### src/design/ett_pkg.sv
// types and constants of the expiry timer table
package ett_pkg;

   localparam int DEF_NUM_SLOTS = 32;
   localparam int DEF_TIME_BITS = 32;

   localparam int TICKS_W = 31;
   localparam logic [TICKS_W-1:0] TICKS_MAX = 31'h7fff_ffff;

   typedef enum logic [2:0] {
      CMD_ATTACH = 3'd0,
      CMD_MODIFY = 3'd1,
      CMD_DELETE = 3'd2,
      CMD_RUN    = 3'd3,
      CMD_QUERY  = 3'd4,
      CMD_PURGE  = 3'd5
   } cmd_type;

   localparam logic [1:0] ST_OK   = 2'd0;
   localparam logic [1:0] ST_PEND = 2'd1;
   localparam logic [1:0] ST_ERR  = 2'd2;

   typedef enum logic [3:0] {
      S_IDLE,
      S_DECODE,
      S_MOD_CMP,
      S_WALK_RD,
      S_WALK_CHK,
      S_REM_HINT,
      S_MOD_HINT,
      S_APPEND1,
      S_APPEND2,
      S_RUN_END,
      S_TICKS,
      S_RESP
   } state_type;

   typedef enum logic [1:0] {
      WK_REMOVE,
      WK_RUN,
      WK_MIN
   } walk_type;

endpackage

### src/design/ett_req_if.sv
// request and response channel interfaces
interface ett_req_if;
   logic        valid;
   logic        ready;
   logic [2:0]  cmd;
   logic [4:0]  slot;
   logic [31:0] expiry_time;
   logic [31:0] current_time;
   modport source (output valid, cmd, slot, expiry_time, current_time, input ready);
   modport sink (input valid, cmd, slot, expiry_time, current_time, output ready);
endinterface

interface ett_rsp_if;
   logic        valid;
   logic        ready;
   logic [1:0]  status;
   logic [30:0] ticks_left;
   logic        fired;
   logic [4:0]  fired_slot;
   logic        last;
   modport source (output valid, status, ticks_left, fired, fired_slot, last, input ready);
   modport sink (input valid, status, ticks_left, fired, fired_slot, last, output ready);
endinterface

### src/design/ett_tcmp.sv
// shared wrap-aware time compare and distance unit
module ett_tcmp import ett_pkg::*; #(
   parameter int TIME_BITS = DEF_TIME_BITS
) (
   input  logic [TIME_BITS-1:0] a,
   input  logic [TIME_BITS-1:0] b,
   output logic [TIME_BITS-1:0] diff,
   output logic                 a_after_b
);
   // a later than b when b - a lands in the upper half
   assign diff      = b - a;
   assign a_after_b = diff[TIME_BITS-1];
endmodule

### src/design/ett_store.sv
// expiry and order link memories, one read address shared
module ett_store import ett_pkg::*; #(
   parameter int NUM_SLOTS = DEF_NUM_SLOTS,
   parameter int TIME_BITS = DEF_TIME_BITS,
   localparam int SW = $clog2(NUM_SLOTS)
) (
   input  logic                 clock,
   input  logic [SW-1:0]        rd_addr,
   input  logic                 exp_we,
   input  logic [SW-1:0]        exp_wa,
   input  logic [TIME_BITS-1:0] exp_wd,
   input  logic                 lnk_we,
   input  logic [SW-1:0]        lnk_wa,
   input  logic [SW-1:0]        lnk_wd,
   output logic [TIME_BITS-1:0] exp_rd,
   output logic [SW-1:0]        lnk_rd
);
   logic [TIME_BITS-1:0] exp_mem [NUM_SLOTS];
   logic [SW-1:0]        lnk_mem [NUM_SLOTS];

   always_ff @(posedge clock) begin
      if (exp_we) begin
         exp_mem[exp_wa] <= exp_wd;
      end
      exp_rd <= exp_mem[rd_addr];
   end

   always_ff @(posedge clock) begin
      if (lnk_we) begin
         lnk_mem[lnk_wa] <= lnk_wd;
      end
      lnk_rd <= lnk_mem[rd_addr];
   end
endmodule

### src/design/expiry_timer_table.sv
// top level of the expiry timer table
// One-shot timer table with a command sequencer. Every command takes one request word
// and gives one response word, except a run that fires k > 0 slots, which gives k words
// in arming order with last set on the final one. Attach, purge and errors go from
// decode straight to the response; modify to a new expiry and delete of an armed slot
// walk the arming list to unlink it; run and a query that rebuilds the next-expiry hint
// walk the whole list. Each walk step visits one armed slot through the single registered
// read port of the slot store, and a run step that fires stalls while the output register is full. Requests are
// taken only while the sequencer is idle; a finished response waits in an output
// register while the next request is taken. Times wrap at TIME_BITS bits and are
// compared wrap-aware with half the range as horizon; all wrap-aware compares and
// distances go through one shared time unit. No clearing pass is needed after reset.
module expiry_timer_table import ett_pkg::*; #(
   parameter int NUM_SLOTS = DEF_NUM_SLOTS,
   parameter int TIME_BITS = DEF_TIME_BITS
) (
   input logic     clock,
   input logic     reset,
   ett_req_if.sink   req_chan,
   ett_rsp_if.source rsp_chan
);
   localparam int SW = $clog2(NUM_SLOTS);
   localparam int CW = SW + 1;
   localparam logic [TIME_BITS-1:0] HALF = {1'b0, {(TIME_BITS-1){1'b1}}};

   // sequencer state
   state_type state_ff, state_in;
   walk_type  mode_ff, mode_in;
   logic [2:0]           cmd_ff, cmd_in;
   logic [4:0]           slot_ff, slot_in;
   logic [TIME_BITS-1:0] exp_ff, exp_in;
   logic [TIME_BITS-1:0] now_ff, now_in;
   logic [SW-1:0]        cur_ff, cur_in;
   logic [SW-1:0]        prev_ff, prev_in;
   logic                 have_prev_ff, have_prev_in;
   logic [CW-1:0]        cnt_ff, cnt_in;
   logic                 held_valid_ff, held_valid_in;
   logic [SW-1:0]        held_slot_ff, held_slot_in;
   logic [TIME_BITS-1:0] old_exp_ff, old_exp_in;
   logic [1:0]           status_ff, status_in;
   logic [TICKS_W-1:0]   ticks_ff, ticks_in;

   // table state
   logic [NUM_SLOTS-1:0] attached_ff, attached_in;
   logic [NUM_SLOTS-1:0] armed_ff, armed_in;
   logic [SW-1:0]        head_ff, head_in;
   logic [SW-1:0]        tail_ff, tail_in;
   logic [TIME_BITS-1:0] lrt_ff, lrt_in;
   logic [TIME_BITS-1:0] hint_ff, hint_in;

   // output register
   logic               rsp_valid_ff, rsp_valid_in;
   logic [1:0]         rsp_status_ff;
   logic [TICKS_W-1:0] rsp_ticks_ff;
   logic               rsp_fired_ff;
   logic [4:0]         rsp_slot_ff;
   logic               rsp_last_ff;

   logic               load;
   logic [1:0]         ld_status;
   logic [TICKS_W-1:0] ld_ticks;
   logic               ld_fired;
   logic [4:0]         ld_slot;
   logic               ld_last;

   // store and time unit hookup
   logic [SW-1:0]        rd_addr;
   logic                 exp_we, lnk_we;
   logic [SW-1:0]        exp_wa, lnk_wa, lnk_wd;
   logic [TIME_BITS-1:0] exp_wd;
   logic [TIME_BITS-1:0] exp_rd;
   logic [SW-1:0]        lnk_rd;
   logic [TIME_BITS-1:0] cmp_a, cmp_b, cmp_diff;
   logic                 cmp_after;

   logic          out_free;
   logic          tbl_empty;
   logic          slot_ok;
   logic [SW-1:0] sidx;
   logic          cur_ok;
   logic          is_tail;
   logic          do_unlink;
   logic [63:0]   span;

   ett_store #(.NUM_SLOTS(NUM_SLOTS), .TIME_BITS(TIME_BITS)) u_store (
      .clock   (clock),
      .rd_addr (rd_addr),
      .exp_we  (exp_we),
      .exp_wa  (exp_wa),
      .exp_wd  (exp_wd),
      .lnk_we  (lnk_we),
      .lnk_wa  (lnk_wa),
      .lnk_wd  (lnk_wd),
      .exp_rd  (exp_rd),
      .lnk_rd  (lnk_rd)
   );

   ett_tcmp #(.TIME_BITS(TIME_BITS)) u_tcmp (
      .a         (cmp_a),
      .b         (cmp_b),
      .diff      (cmp_diff),
      .a_after_b (cmp_after)
   );

   assign out_free  = !rsp_valid_ff || rsp_chan.ready;
   assign tbl_empty = ~|armed_ff;
   assign slot_ok   = 7'(slot_ff) < 7'(NUM_SLOTS);
   assign sidx      = SW'(slot_ff);
   assign cur_ok    = CW'(cur_ff) < CW'(NUM_SLOTS);
   assign is_tail   = cur_ff == tail_ff;
   assign span      = 64'(cmp_diff);

   assign req_chan.ready = state_ff == S_IDLE;

   assign rsp_chan.valid      = rsp_valid_ff;
   assign rsp_chan.status     = rsp_status_ff;
   assign rsp_chan.ticks_left = rsp_ticks_ff;
   assign rsp_chan.fired      = rsp_fired_ff;
   assign rsp_chan.fired_slot = rsp_slot_ff;
   assign rsp_chan.last       = rsp_last_ff;

   // next state and datapath control
   always_comb begin
      state_in      = state_ff;
      mode_in       = mode_ff;
      cmd_in        = cmd_ff;
      slot_in       = slot_ff;
      exp_in        = exp_ff;
      now_in        = now_ff;
      cur_in        = cur_ff;
      prev_in       = prev_ff;
      have_prev_in  = have_prev_ff;
      cnt_in        = cnt_ff;
      held_valid_in = held_valid_ff;
      held_slot_in  = held_slot_ff;
      old_exp_in    = old_exp_ff;
      status_in     = status_ff;
      ticks_in      = ticks_ff;
      attached_in   = attached_ff;
      armed_in      = armed_ff;
      head_in       = head_ff;
      tail_in       = tail_ff;
      lrt_in        = lrt_ff;
      hint_in       = hint_ff;

      rd_addr   = cur_ff;
      exp_we    = 1'b0;
      exp_wa    = sidx;
      exp_wd    = exp_ff;
      lnk_we    = 1'b0;
      lnk_wa    = prev_ff;
      lnk_wd    = '0;
      cmp_a     = hint_ff;
      cmp_b     = now_ff;
      do_unlink = 1'b0;

      load      = 1'b0;
      ld_status = ST_OK;
      ld_ticks  = '0;
      ld_fired  = 1'b0;
      ld_slot   = '0;
      ld_last   = 1'b1;

      case (state_ff)
         S_IDLE: begin
            if (req_chan.valid) begin
               cmd_in   = req_chan.cmd;
               slot_in  = req_chan.slot;
               exp_in   = TIME_BITS'(req_chan.expiry_time);
               now_in   = TIME_BITS'(req_chan.current_time);
               state_in = S_DECODE;
            end
         end

         S_DECODE: begin
            rd_addr   = sidx;
            status_in = ST_OK;
            ticks_in  = '0;
            cur_in       = head_ff;
            have_prev_in = 1'b0;
            cnt_in       = '0;
            held_valid_in = 1'b0;
            state_in  = S_RESP;
            case (cmd_type'(cmd_ff))
               CMD_ATTACH: begin
                  if (!slot_ok) begin
                     status_in = ST_ERR;
                  end else begin
                     attached_in[sidx] = 1'b1;
                  end
               end
               CMD_MODIFY: begin
                  if (!slot_ok || !attached_ff[sidx]) begin
                     status_in = ST_ERR;
                  end else if (armed_ff[sidx]) begin
                     status_in = ST_PEND;
                     state_in  = S_MOD_CMP;
                  end else begin
                     state_in = S_MOD_HINT;
                  end
               end
               CMD_DELETE: begin
                  if (!slot_ok) begin
                     status_in = ST_ERR;
                  end else if (armed_ff[sidx]) begin
                     mode_in  = WK_REMOVE;
                     state_in = S_WALK_RD;
                  end
               end
               CMD_RUN: begin
                  lrt_in = now_ff;
                  cmp_b  = now_ff;
                  if (!tbl_empty && !cmp_after) begin
                     mode_in  = WK_RUN;
                     state_in = S_WALK_RD;
                  end
               end
               CMD_QUERY: begin
                  cmp_b = lrt_ff;
                  if (tbl_empty) begin
                     status_in = ST_ERR;
                  end else if (!cmp_after) begin
                     // hint is stale: rebuild from the horizon
                     hint_in  = lrt_ff + HALF;
                     mode_in  = WK_MIN;
                     state_in = S_WALK_RD;
                  end else begin
                     state_in = S_TICKS;
                  end
               end
               CMD_PURGE: begin
                  armed_in = '0;
               end
               default: begin
                  status_in = ST_ERR;
               end
            endcase
         end

         S_MOD_CMP: begin
            // same expiry while armed leaves the order alone
            if (exp_rd == exp_ff) begin
               state_in = S_RESP;
            end else begin
               mode_in  = WK_REMOVE;
               state_in = S_WALK_RD;
            end
         end

         S_WALK_RD: begin
            if (!cur_ok || cnt_ff == CW'(NUM_SLOTS) || !armed_ff[cur_ff]) begin
               case (mode_ff)
                  WK_REMOVE: state_in = S_REM_HINT;
                  WK_RUN:    state_in = S_RUN_END;
                  default:   state_in = S_TICKS;
               endcase
            end else begin
               state_in = S_WALK_CHK;
            end
         end

         S_WALK_CHK: begin
            case (mode_ff)
               WK_REMOVE: begin
                  if (cur_ff == sidx) begin
                     do_unlink  = 1'b1;
                     old_exp_in = exp_rd;
                     state_in   = S_REM_HINT;
                  end else begin
                     prev_in      = cur_ff;
                     have_prev_in = 1'b1;
                     cur_in       = lnk_rd;
                     cnt_in       = cnt_ff + 1'b1;
                     state_in     = is_tail ? S_REM_HINT : S_WALK_RD;
                  end
               end
               WK_RUN: begin
                  cmp_a = exp_rd;
                  cmp_b = now_ff;
                  if (!cmp_after && held_valid_ff && !out_free) begin
                     state_in = S_WALK_CHK;
                  end else begin
                     if (!cmp_after) begin
                        // expired: pass the held fire on, hold this one
                        do_unlink     = 1'b1;
                        load          = held_valid_ff;
                        ld_fired      = 1'b1;
                        ld_slot       = 5'(held_slot_ff);
                        ld_last       = 1'b0;
                        held_valid_in = 1'b1;
                        held_slot_in  = cur_ff;
                     end else begin
                        prev_in      = cur_ff;
                        have_prev_in = 1'b1;
                     end
                     cur_in   = lnk_rd;
                     cnt_in   = cnt_ff + 1'b1;
                     state_in = is_tail ? S_RUN_END : S_WALK_RD;
                  end
               end
               default: begin
                  cmp_b = exp_rd;
                  if (cmp_after) begin
                     hint_in = exp_rd;
                  end
                  cur_in   = lnk_rd;
                  cnt_in   = cnt_ff + 1'b1;
                  state_in = is_tail ? S_TICKS : S_WALK_RD;
               end
            endcase
         end

         S_REM_HINT: begin
            if (hint_ff == old_exp_ff) begin
               hint_in = lrt_ff;
            end
            armed_in[sidx] = 1'b0;
            state_in = (cmd_type'(cmd_ff) == CMD_MODIFY) ? S_MOD_HINT : S_RESP;
         end

         S_MOD_HINT: begin
            exp_we = 1'b1;
            cmp_b  = exp_ff;
            if (cmp_after) begin
               hint_in = exp_ff;
            end
            state_in = S_APPEND1;
         end

         S_APPEND1: begin
            if (tbl_empty) begin
               head_in = sidx;
            end else begin
               lnk_we = 1'b1;
               lnk_wa = tail_ff;
               lnk_wd = sidx;
            end
            tail_in  = sidx;
            state_in = S_APPEND2;
         end

         S_APPEND2: begin
            lnk_we = 1'b1;
            lnk_wa = sidx;
            lnk_wd = '0;
            armed_in[sidx] = 1'b1;
            state_in = S_RESP;
         end

         S_RUN_END: begin
            if (out_free) begin
               load     = 1'b1;
               ld_fired = held_valid_ff;
               ld_slot  = held_valid_ff ? 5'(held_slot_ff) : 5'd0;
               state_in = S_IDLE;
            end
         end

         S_TICKS: begin
            // distance from now to the hint, clamped at zero and saturated
            cmp_a = now_ff;
            cmp_b = hint_ff;
            if (cmp_after) begin
               ticks_in = '0;
            end else if (span > 64'(TICKS_MAX)) begin
               ticks_in = TICKS_MAX;
            end else begin
               ticks_in = TICKS_W'(span);
            end
            status_in = ST_OK;
            state_in  = S_RESP;
         end

         S_RESP: begin
            if (out_free) begin
               load      = 1'b1;
               ld_status = status_ff;
               ld_ticks  = ticks_ff;
               state_in  = S_IDLE;
            end
         end

         default: begin
            state_in = S_IDLE;
         end
      endcase

      // unlink the slot at cur from the arming list
      if (do_unlink) begin
         armed_in[cur_ff] = 1'b0;
         if (!have_prev_ff) begin
            if (!is_tail) begin
               head_in = lnk_rd;
            end
         end else begin
            lnk_we = 1'b1;
            lnk_wa = prev_ff;
            lnk_wd = is_tail ? '0 : lnk_rd;
            if (is_tail) begin
               tail_in = prev_ff;
            end
         end
      end

      rsp_valid_in = load || (rsp_valid_ff && !rsp_chan.ready);
   end

   always_ff @(posedge clock) begin
      if (reset) begin
         state_ff      <= S_IDLE;
         mode_ff       <= WK_REMOVE;
         held_valid_ff <= 1'b0;
         attached_ff   <= '0;
         armed_ff      <= '0;
         head_ff       <= '0;
         tail_ff       <= '0;
         lrt_ff        <= '0;
         hint_ff       <= '0;
         rsp_valid_ff  <= 1'b0;
      end else begin
         state_ff      <= state_in;
         mode_ff       <= mode_in;
         held_valid_ff <= held_valid_in;
         attached_ff   <= attached_in;
         armed_ff      <= armed_in;
         head_ff       <= head_in;
         tail_ff       <= tail_in;
         lrt_ff        <= lrt_in;
         hint_ff       <= hint_in;
         rsp_valid_ff  <= rsp_valid_in;
      end
   end

   // payload registers
   always_ff @(posedge clock) begin
      cmd_ff       <= cmd_in;
      slot_ff      <= slot_in;
      exp_ff       <= exp_in;
      now_ff       <= now_in;
      cur_ff       <= cur_in;
      prev_ff      <= prev_in;
      have_prev_ff <= have_prev_in;
      cnt_ff       <= cnt_in;
      held_slot_ff <= held_slot_in;
      old_exp_ff   <= old_exp_in;
      status_ff    <= status_in;
      ticks_ff     <= ticks_in;
      if (load) begin
         rsp_status_ff <= ld_status;
         rsp_ticks_ff  <= ld_ticks;
         rsp_fired_ff  <= ld_fired;
         rsp_slot_ff   <= ld_slot;
         rsp_last_ff   <= ld_last;
      end
   end
endmodule

### src/flat_wrapper.sv
// flat-port wrapper written by rule: the top's interface ports become plain ports
module expiry_timer_table_flat import ett_pkg::*;
#(
   parameter int NUM_SLOTS = DEF_NUM_SLOTS,
   parameter int TIME_BITS = DEF_TIME_BITS
)
  (clock, reset, req_chan_valid, req_chan_cmd, req_chan_slot, req_chan_expiry_time, req_chan_current_time, req_chan_ready, rsp_chan_valid, rsp_chan_status, rsp_chan_ticks_left, rsp_chan_fired, rsp_chan_fired_slot, rsp_chan_last, rsp_chan_ready);
  ett_req_if req_chan_i ();
  ett_rsp_if rsp_chan_i ();
  input logic clock;
  input logic reset;
  input wire logic [$bits(req_chan_i.valid)-1:0] req_chan_valid;
  input wire logic [$bits(req_chan_i.cmd)-1:0] req_chan_cmd;
  input wire logic [$bits(req_chan_i.slot)-1:0] req_chan_slot;
  input wire logic [$bits(req_chan_i.expiry_time)-1:0] req_chan_expiry_time;
  input wire logic [$bits(req_chan_i.current_time)-1:0] req_chan_current_time;
  output wire logic [$bits(req_chan_i.ready)-1:0] req_chan_ready;
  output wire logic [$bits(rsp_chan_i.valid)-1:0] rsp_chan_valid;
  output wire logic [$bits(rsp_chan_i.status)-1:0] rsp_chan_status;
  output wire logic [$bits(rsp_chan_i.ticks_left)-1:0] rsp_chan_ticks_left;
  output wire logic [$bits(rsp_chan_i.fired)-1:0] rsp_chan_fired;
  output wire logic [$bits(rsp_chan_i.fired_slot)-1:0] rsp_chan_fired_slot;
  output wire logic [$bits(rsp_chan_i.last)-1:0] rsp_chan_last;
  input wire logic [$bits(rsp_chan_i.ready)-1:0] rsp_chan_ready;
  assign req_chan_i.valid = req_chan_valid;
  assign req_chan_i.cmd = req_chan_cmd;
  assign req_chan_i.slot = req_chan_slot;
  assign req_chan_i.expiry_time = req_chan_expiry_time;
  assign req_chan_i.current_time = req_chan_current_time;
  assign req_chan_ready = req_chan_i.ready;
  assign rsp_chan_valid = rsp_chan_i.valid;
  assign rsp_chan_status = rsp_chan_i.status;
  assign rsp_chan_ticks_left = rsp_chan_i.ticks_left;
  assign rsp_chan_fired = rsp_chan_i.fired;
  assign rsp_chan_fired_slot = rsp_chan_i.fired_slot;
  assign rsp_chan_last = rsp_chan_i.last;
  assign rsp_chan_i.ready = rsp_chan_ready;
  expiry_timer_table #(.NUM_SLOTS(NUM_SLOTS), .TIME_BITS(TIME_BITS)) u_core (.clock(clock), .reset(reset), .req_chan(req_chan_i), .rsp_chan(rsp_chan_i));
endmodule
### config.mk
export PLATFORM = sky130hd
export DESIGN_NAME = expiry_timer_table_flat
export DESIGN_NICKNAME = d
export VERILOG_FILES = /design/src/design/ett_pkg.sv /design/src/design/ett_req_if.sv /design/src/design/ett_tcmp.sv /design/src/design/ett_store.sv /design/src/design/expiry_timer_table.sv /design/src/flat_wrapper.sv
export SDC_FILE = /design/constraint.sdc
export NUM_CORES = 2
export LEC_CHECK = 0
export BUFFER_PORTS_ARGS = -buffer_cell sky130_fd_sc_hd__buf_2
export CORE_MARGIN = 2
export CORE_UTILIZATION = 62
export CTS_BUF_LIST = sky130_fd_sc_hd__clkbuf_4
export CTS_CLUSTER_DIAMETER = 200
export DETAILED_ROUTE_END_ITERATION = 10
export GPL_TIMING_DRIVEN = 1
export PLACE_DENSITY = 0.81
export RECOVER_POWER = 25
export SYNTH_ARGS = -nofsm -noshare
export SYNTH_HDL_FRONTEND = slang
export SYNTH_SLANG_ARGS = --single-unit
export TNS_END_PERCENT = 1
### constraint.sdc
create_clock -name clock -period 11.5 [get_ports clock]
set_clock_uncertainty 0.1 [all_clocks]
set_input_delay 0.575 -clock clock [delete_from_list [all_inputs] [get_ports clock]]
set_output_delay 0.575 -clock clock [all_outputs]
set_load 0.005 [all_outputs]
==> out/metrics.cfg <==
[worst_hold_path]
hp-class = input pin to register
worstHoldStart = rsp_chan_ready

[synth]
seq_area_frac_synth = 0.676
ys_types = 80
yosys.area.top_type_share = 0.622
syn_area_mm2 = 0.0668
synth_edf_count = 1383
yosys_warnings = 0
synth_top_cell_by_area = edfxtp_1
async_flop_share = 0
synth.area.top_cells = edfxtp_1 (62%), dfxtp_1 (5.5%), a211oi_1 (5.0%)
ys_ff_latch = 1566
synth_fp_nets = 5317
synth_common_cells = edfxtp_1 (1383), nand2_1 (803), a211oi_1 (448)
synthCells = 5206
yosysMostFrequentCell = edfxtp_1
syn_avg_cell_area_um2 = 12.8
synth-main-ff-cell = edfxtp_1

[place]
pre_cts_ws_ns = 3.72
port_buffers = 117
place.gp.congestion = 0.950
dpl.hpwl_mm = 99.3

[clocking]
cts_root_buf = clkbuf_4
clk_latency_ns = 1.25
cts_made_buffers = 391
htreeDepth = 5
clk_pin_slew_ns = 0.08
clock_path_buffers = 4
cts_tree = done
clock_sinks = 1566
cts-resized-gates = 0

[pwr]
switching_share = 0.386
seq_power_share = 0.397
p_int_w = 0.0111
clkPwrFrac = 0.244
comb_power_share = 0.359
pwr_density_cell_mw_per_mm2 = 240
ir_drop_mv = 0.289
total_power_w = 0.0180
p_switching_w = 0.00695
power.leakage_nw = 25.2

[routing]
first_pass_iters = 11
first_iter_violations = 6896
vias_per_cell = 6.62
wl_per_cell_um = 25.7
vias = 47976
drt-total-wl_mm = 186
drt.antenna.violating_nets = 0
drc = 2

[finish]
multi_input_area_mm2 = 0.0203
register_area_mm2 = 0.0452
syn_to_final_growth_pct = 12.2
fin_util = 0.700
fin_nets = 5688
drive_gt1_frac = 0.154
num-fill-cells = 7127

[global_routing]
grt_pass1_vias = 46730
grt_max_degree = 217
grt_use_met1 = 0.434
antenna_found_initial = 2
grtUsageMet2 = 0.539
overflow = 0
busiest_layer = met2
grt_first_pass_wirelength_mm = 279
use_met3 = 0.0631
grt_usage = 0.334

[worst_setup_path]
critPathLaunchType = register
crit_family = simple AND/OR/NAND/NOR gates
crit_required_ns = 12.20
worstPathArrival_ns = 8.82
endpoint_kind = register
timing.rr.start = u_core.state_ff[2]
crit_type = register to register
cp_num_buf_inv = 2
crit_start = u_core.state_ff[2]
crit_slowest_cell = dfxtp_2
path_max_fanout = 57
worstPathCellList = or4b_1, inv_2, and2_1, buf_4, a22oi_1, nand3_1, ha_1, a21oi_1, o21ai_0, a211oi_1, a211oi_1, o22ai_1, and4_1, or3_1, nand4_1, a21oi_1
slowest_delay_ns = 1.10

[outcome]
failed_checks = DRC, capacitance limit, slew limit
status = finished, violations left

[die]
rows = 120
die-area_mm2 = 0.110
die_y_um = 332
start_util = 0.624
die_w_um = 332
ios = 118
coreArea_mm2 = 0.107

[sta]
fin_crit_sh = 0.706
holdWs_ns = 0.276
rsz0062_at_grt = no
maxSlewViolCount = 828
tightest_slew_ns = 1.97
post-route-worst-setup-slack_ns = 3.38
period_needed_ns = 8.12
setup_violations = 0
relSlewSlack = -0.316
final-hold-violation-count = 0
fmax_ghz = 0.123
fin_tns_setup_ns = 0

[job]
maxCapViolations = 23

==> power groups by stage <==
stage | clock, W | sequential, W | combinational [W]
6_report | 0.00440 | 0.00715 | 0.00647
5_1_grt | 0.00474 | 0.00715 | 0.00698
4_1_cts | 0.00444 | 0.00711 | 0.00636
3_5_place_dp | 0 | 0.00723 | 0.00627
3_3_place_gp | 0 | 0.00722 | 0.00612
2_1_floorplan | 0 | 0.00716 | 0.00440
==> cells by family (layout without fill, tap and decap cells) <==
kind of cell	Yosys count	count (layout)	share of synthesized area
and+or+nand+nor	1591	1591	0.112
DFF	1566	1566	0.676
AOI/OAI and AO/OA	1382	1382	0.148
buffers and inverters	434	1068	0.0249
xor gates and xnor gates	125	125	0.0165
muxes	73	73	0.0156
adders and majority gates	35	35	0.00667
other	0	4	0
==> placed cells by master (no fill, tap or decap), drive strengths merged, types with 33 or more instances in the layout <==
| master | instances |
|---|---|
| a211oi | 449 |
| a21o | 87 |
| a21oi | 222 |
| a222oi | 54 |
| a22oi | 73 |
| a311oi | 149 |
| a31oi | 188 |
| a32oi | 33 |
| and2 | 347 |
| buf | 214 |
| clkbuf | 581 |
| clkinv | 94 |
| dfxtp | 183 |
| dlygate4sd3 | 147 |
| edfxtp | 1383 |
| ha | 34 |
| mux2i | 42 |
| nand2 | 803 |
| nand3 | 56 |
| nor2 | 184 |
| nor3 | 37 |
| nor4 | 39 |
| o21ai | 60 |
| xnor2 | 64 |
| xor2 | 61 |
==> registers in the layout, summed over array words and instances, names as in the netlist, 32 cells and up <==
| name | flops |
|---|---|
| u_core.armed_ff | 32 |
| u_core.attached_ff | 32 |
| u_core.exp_ff | 32 |
| u_core.hint_ff | 32 |
| u_core.lrt_ff | 32 |
| u_core.now_ff | 32 |
| u_core.old_exp_ff | 32 |
| u_core.u_store.exp_mem | 1024 |
| u_core.u_store.exp_rd | 32 |
| u_core.u_store.lnk_mem | 160 |
==> metal layers <==
| metal | vias to the layer above | wire (um) |
|---|---|---|
| met1 | 23056 | 67700 |
| met2 | 3332 | 89600 |
| met4 | 0 | 9240 |
| met5 | - | 0 |
| li1 | 20955 | - |
| met3 | 633 | 19900 |
==> worst paths after layout <==
kind                                    to  slack, ns  cells after the start
min reg2reg         u_core.attached_ff[23]       0.36                      2
min                  u_core.rsp_chan.valid       0.28                      4
max          u_core.u_store.lnk_mem[15][1]       3.38                     16
max reg2reg  u_core.u_store.lnk_mem[15][1]       3.38                     16
==> area by class of cell <==
cell class,count,area share
antenna,4,0.000134
clock buffer,553,0.0554
clock inverter,103,0.00648
inverter,23,0.00115
multi-input combinational,3206,0.271
sequential,1566,0.603
tap,1403,0.0234
timing repair buffer,389,0.0397
==> metrics by stage <==
| stage | instance area, um2 | std cells |
|---|---|---|
| final | 75000 | 7247 |
| after floorplan | 66800 | 5206 |
| after CTS | 75100 | 7243 |
| after global placement | 69000 | 6440 |
| after global routing | 75000 | 7247 |
| after detailed placement | 69000 | 6440 |
==> tightest hold or removal path, delay by kind of cell <==
| kind | cells | cell delay (ns) |
|---|---|---|
| compound gates | 1 | 0.09 |
| buf+inv | 2 | 0.65 |
| simple gates | 1 | 0.15 |
==> timing repair <==
action / in CTS / in global routing
hold buffers: 147 / 0
buffers inserted: 0 / 0
endpoints found under the hold margin: 158 / 0
Power figures use the tool's default switching activity.
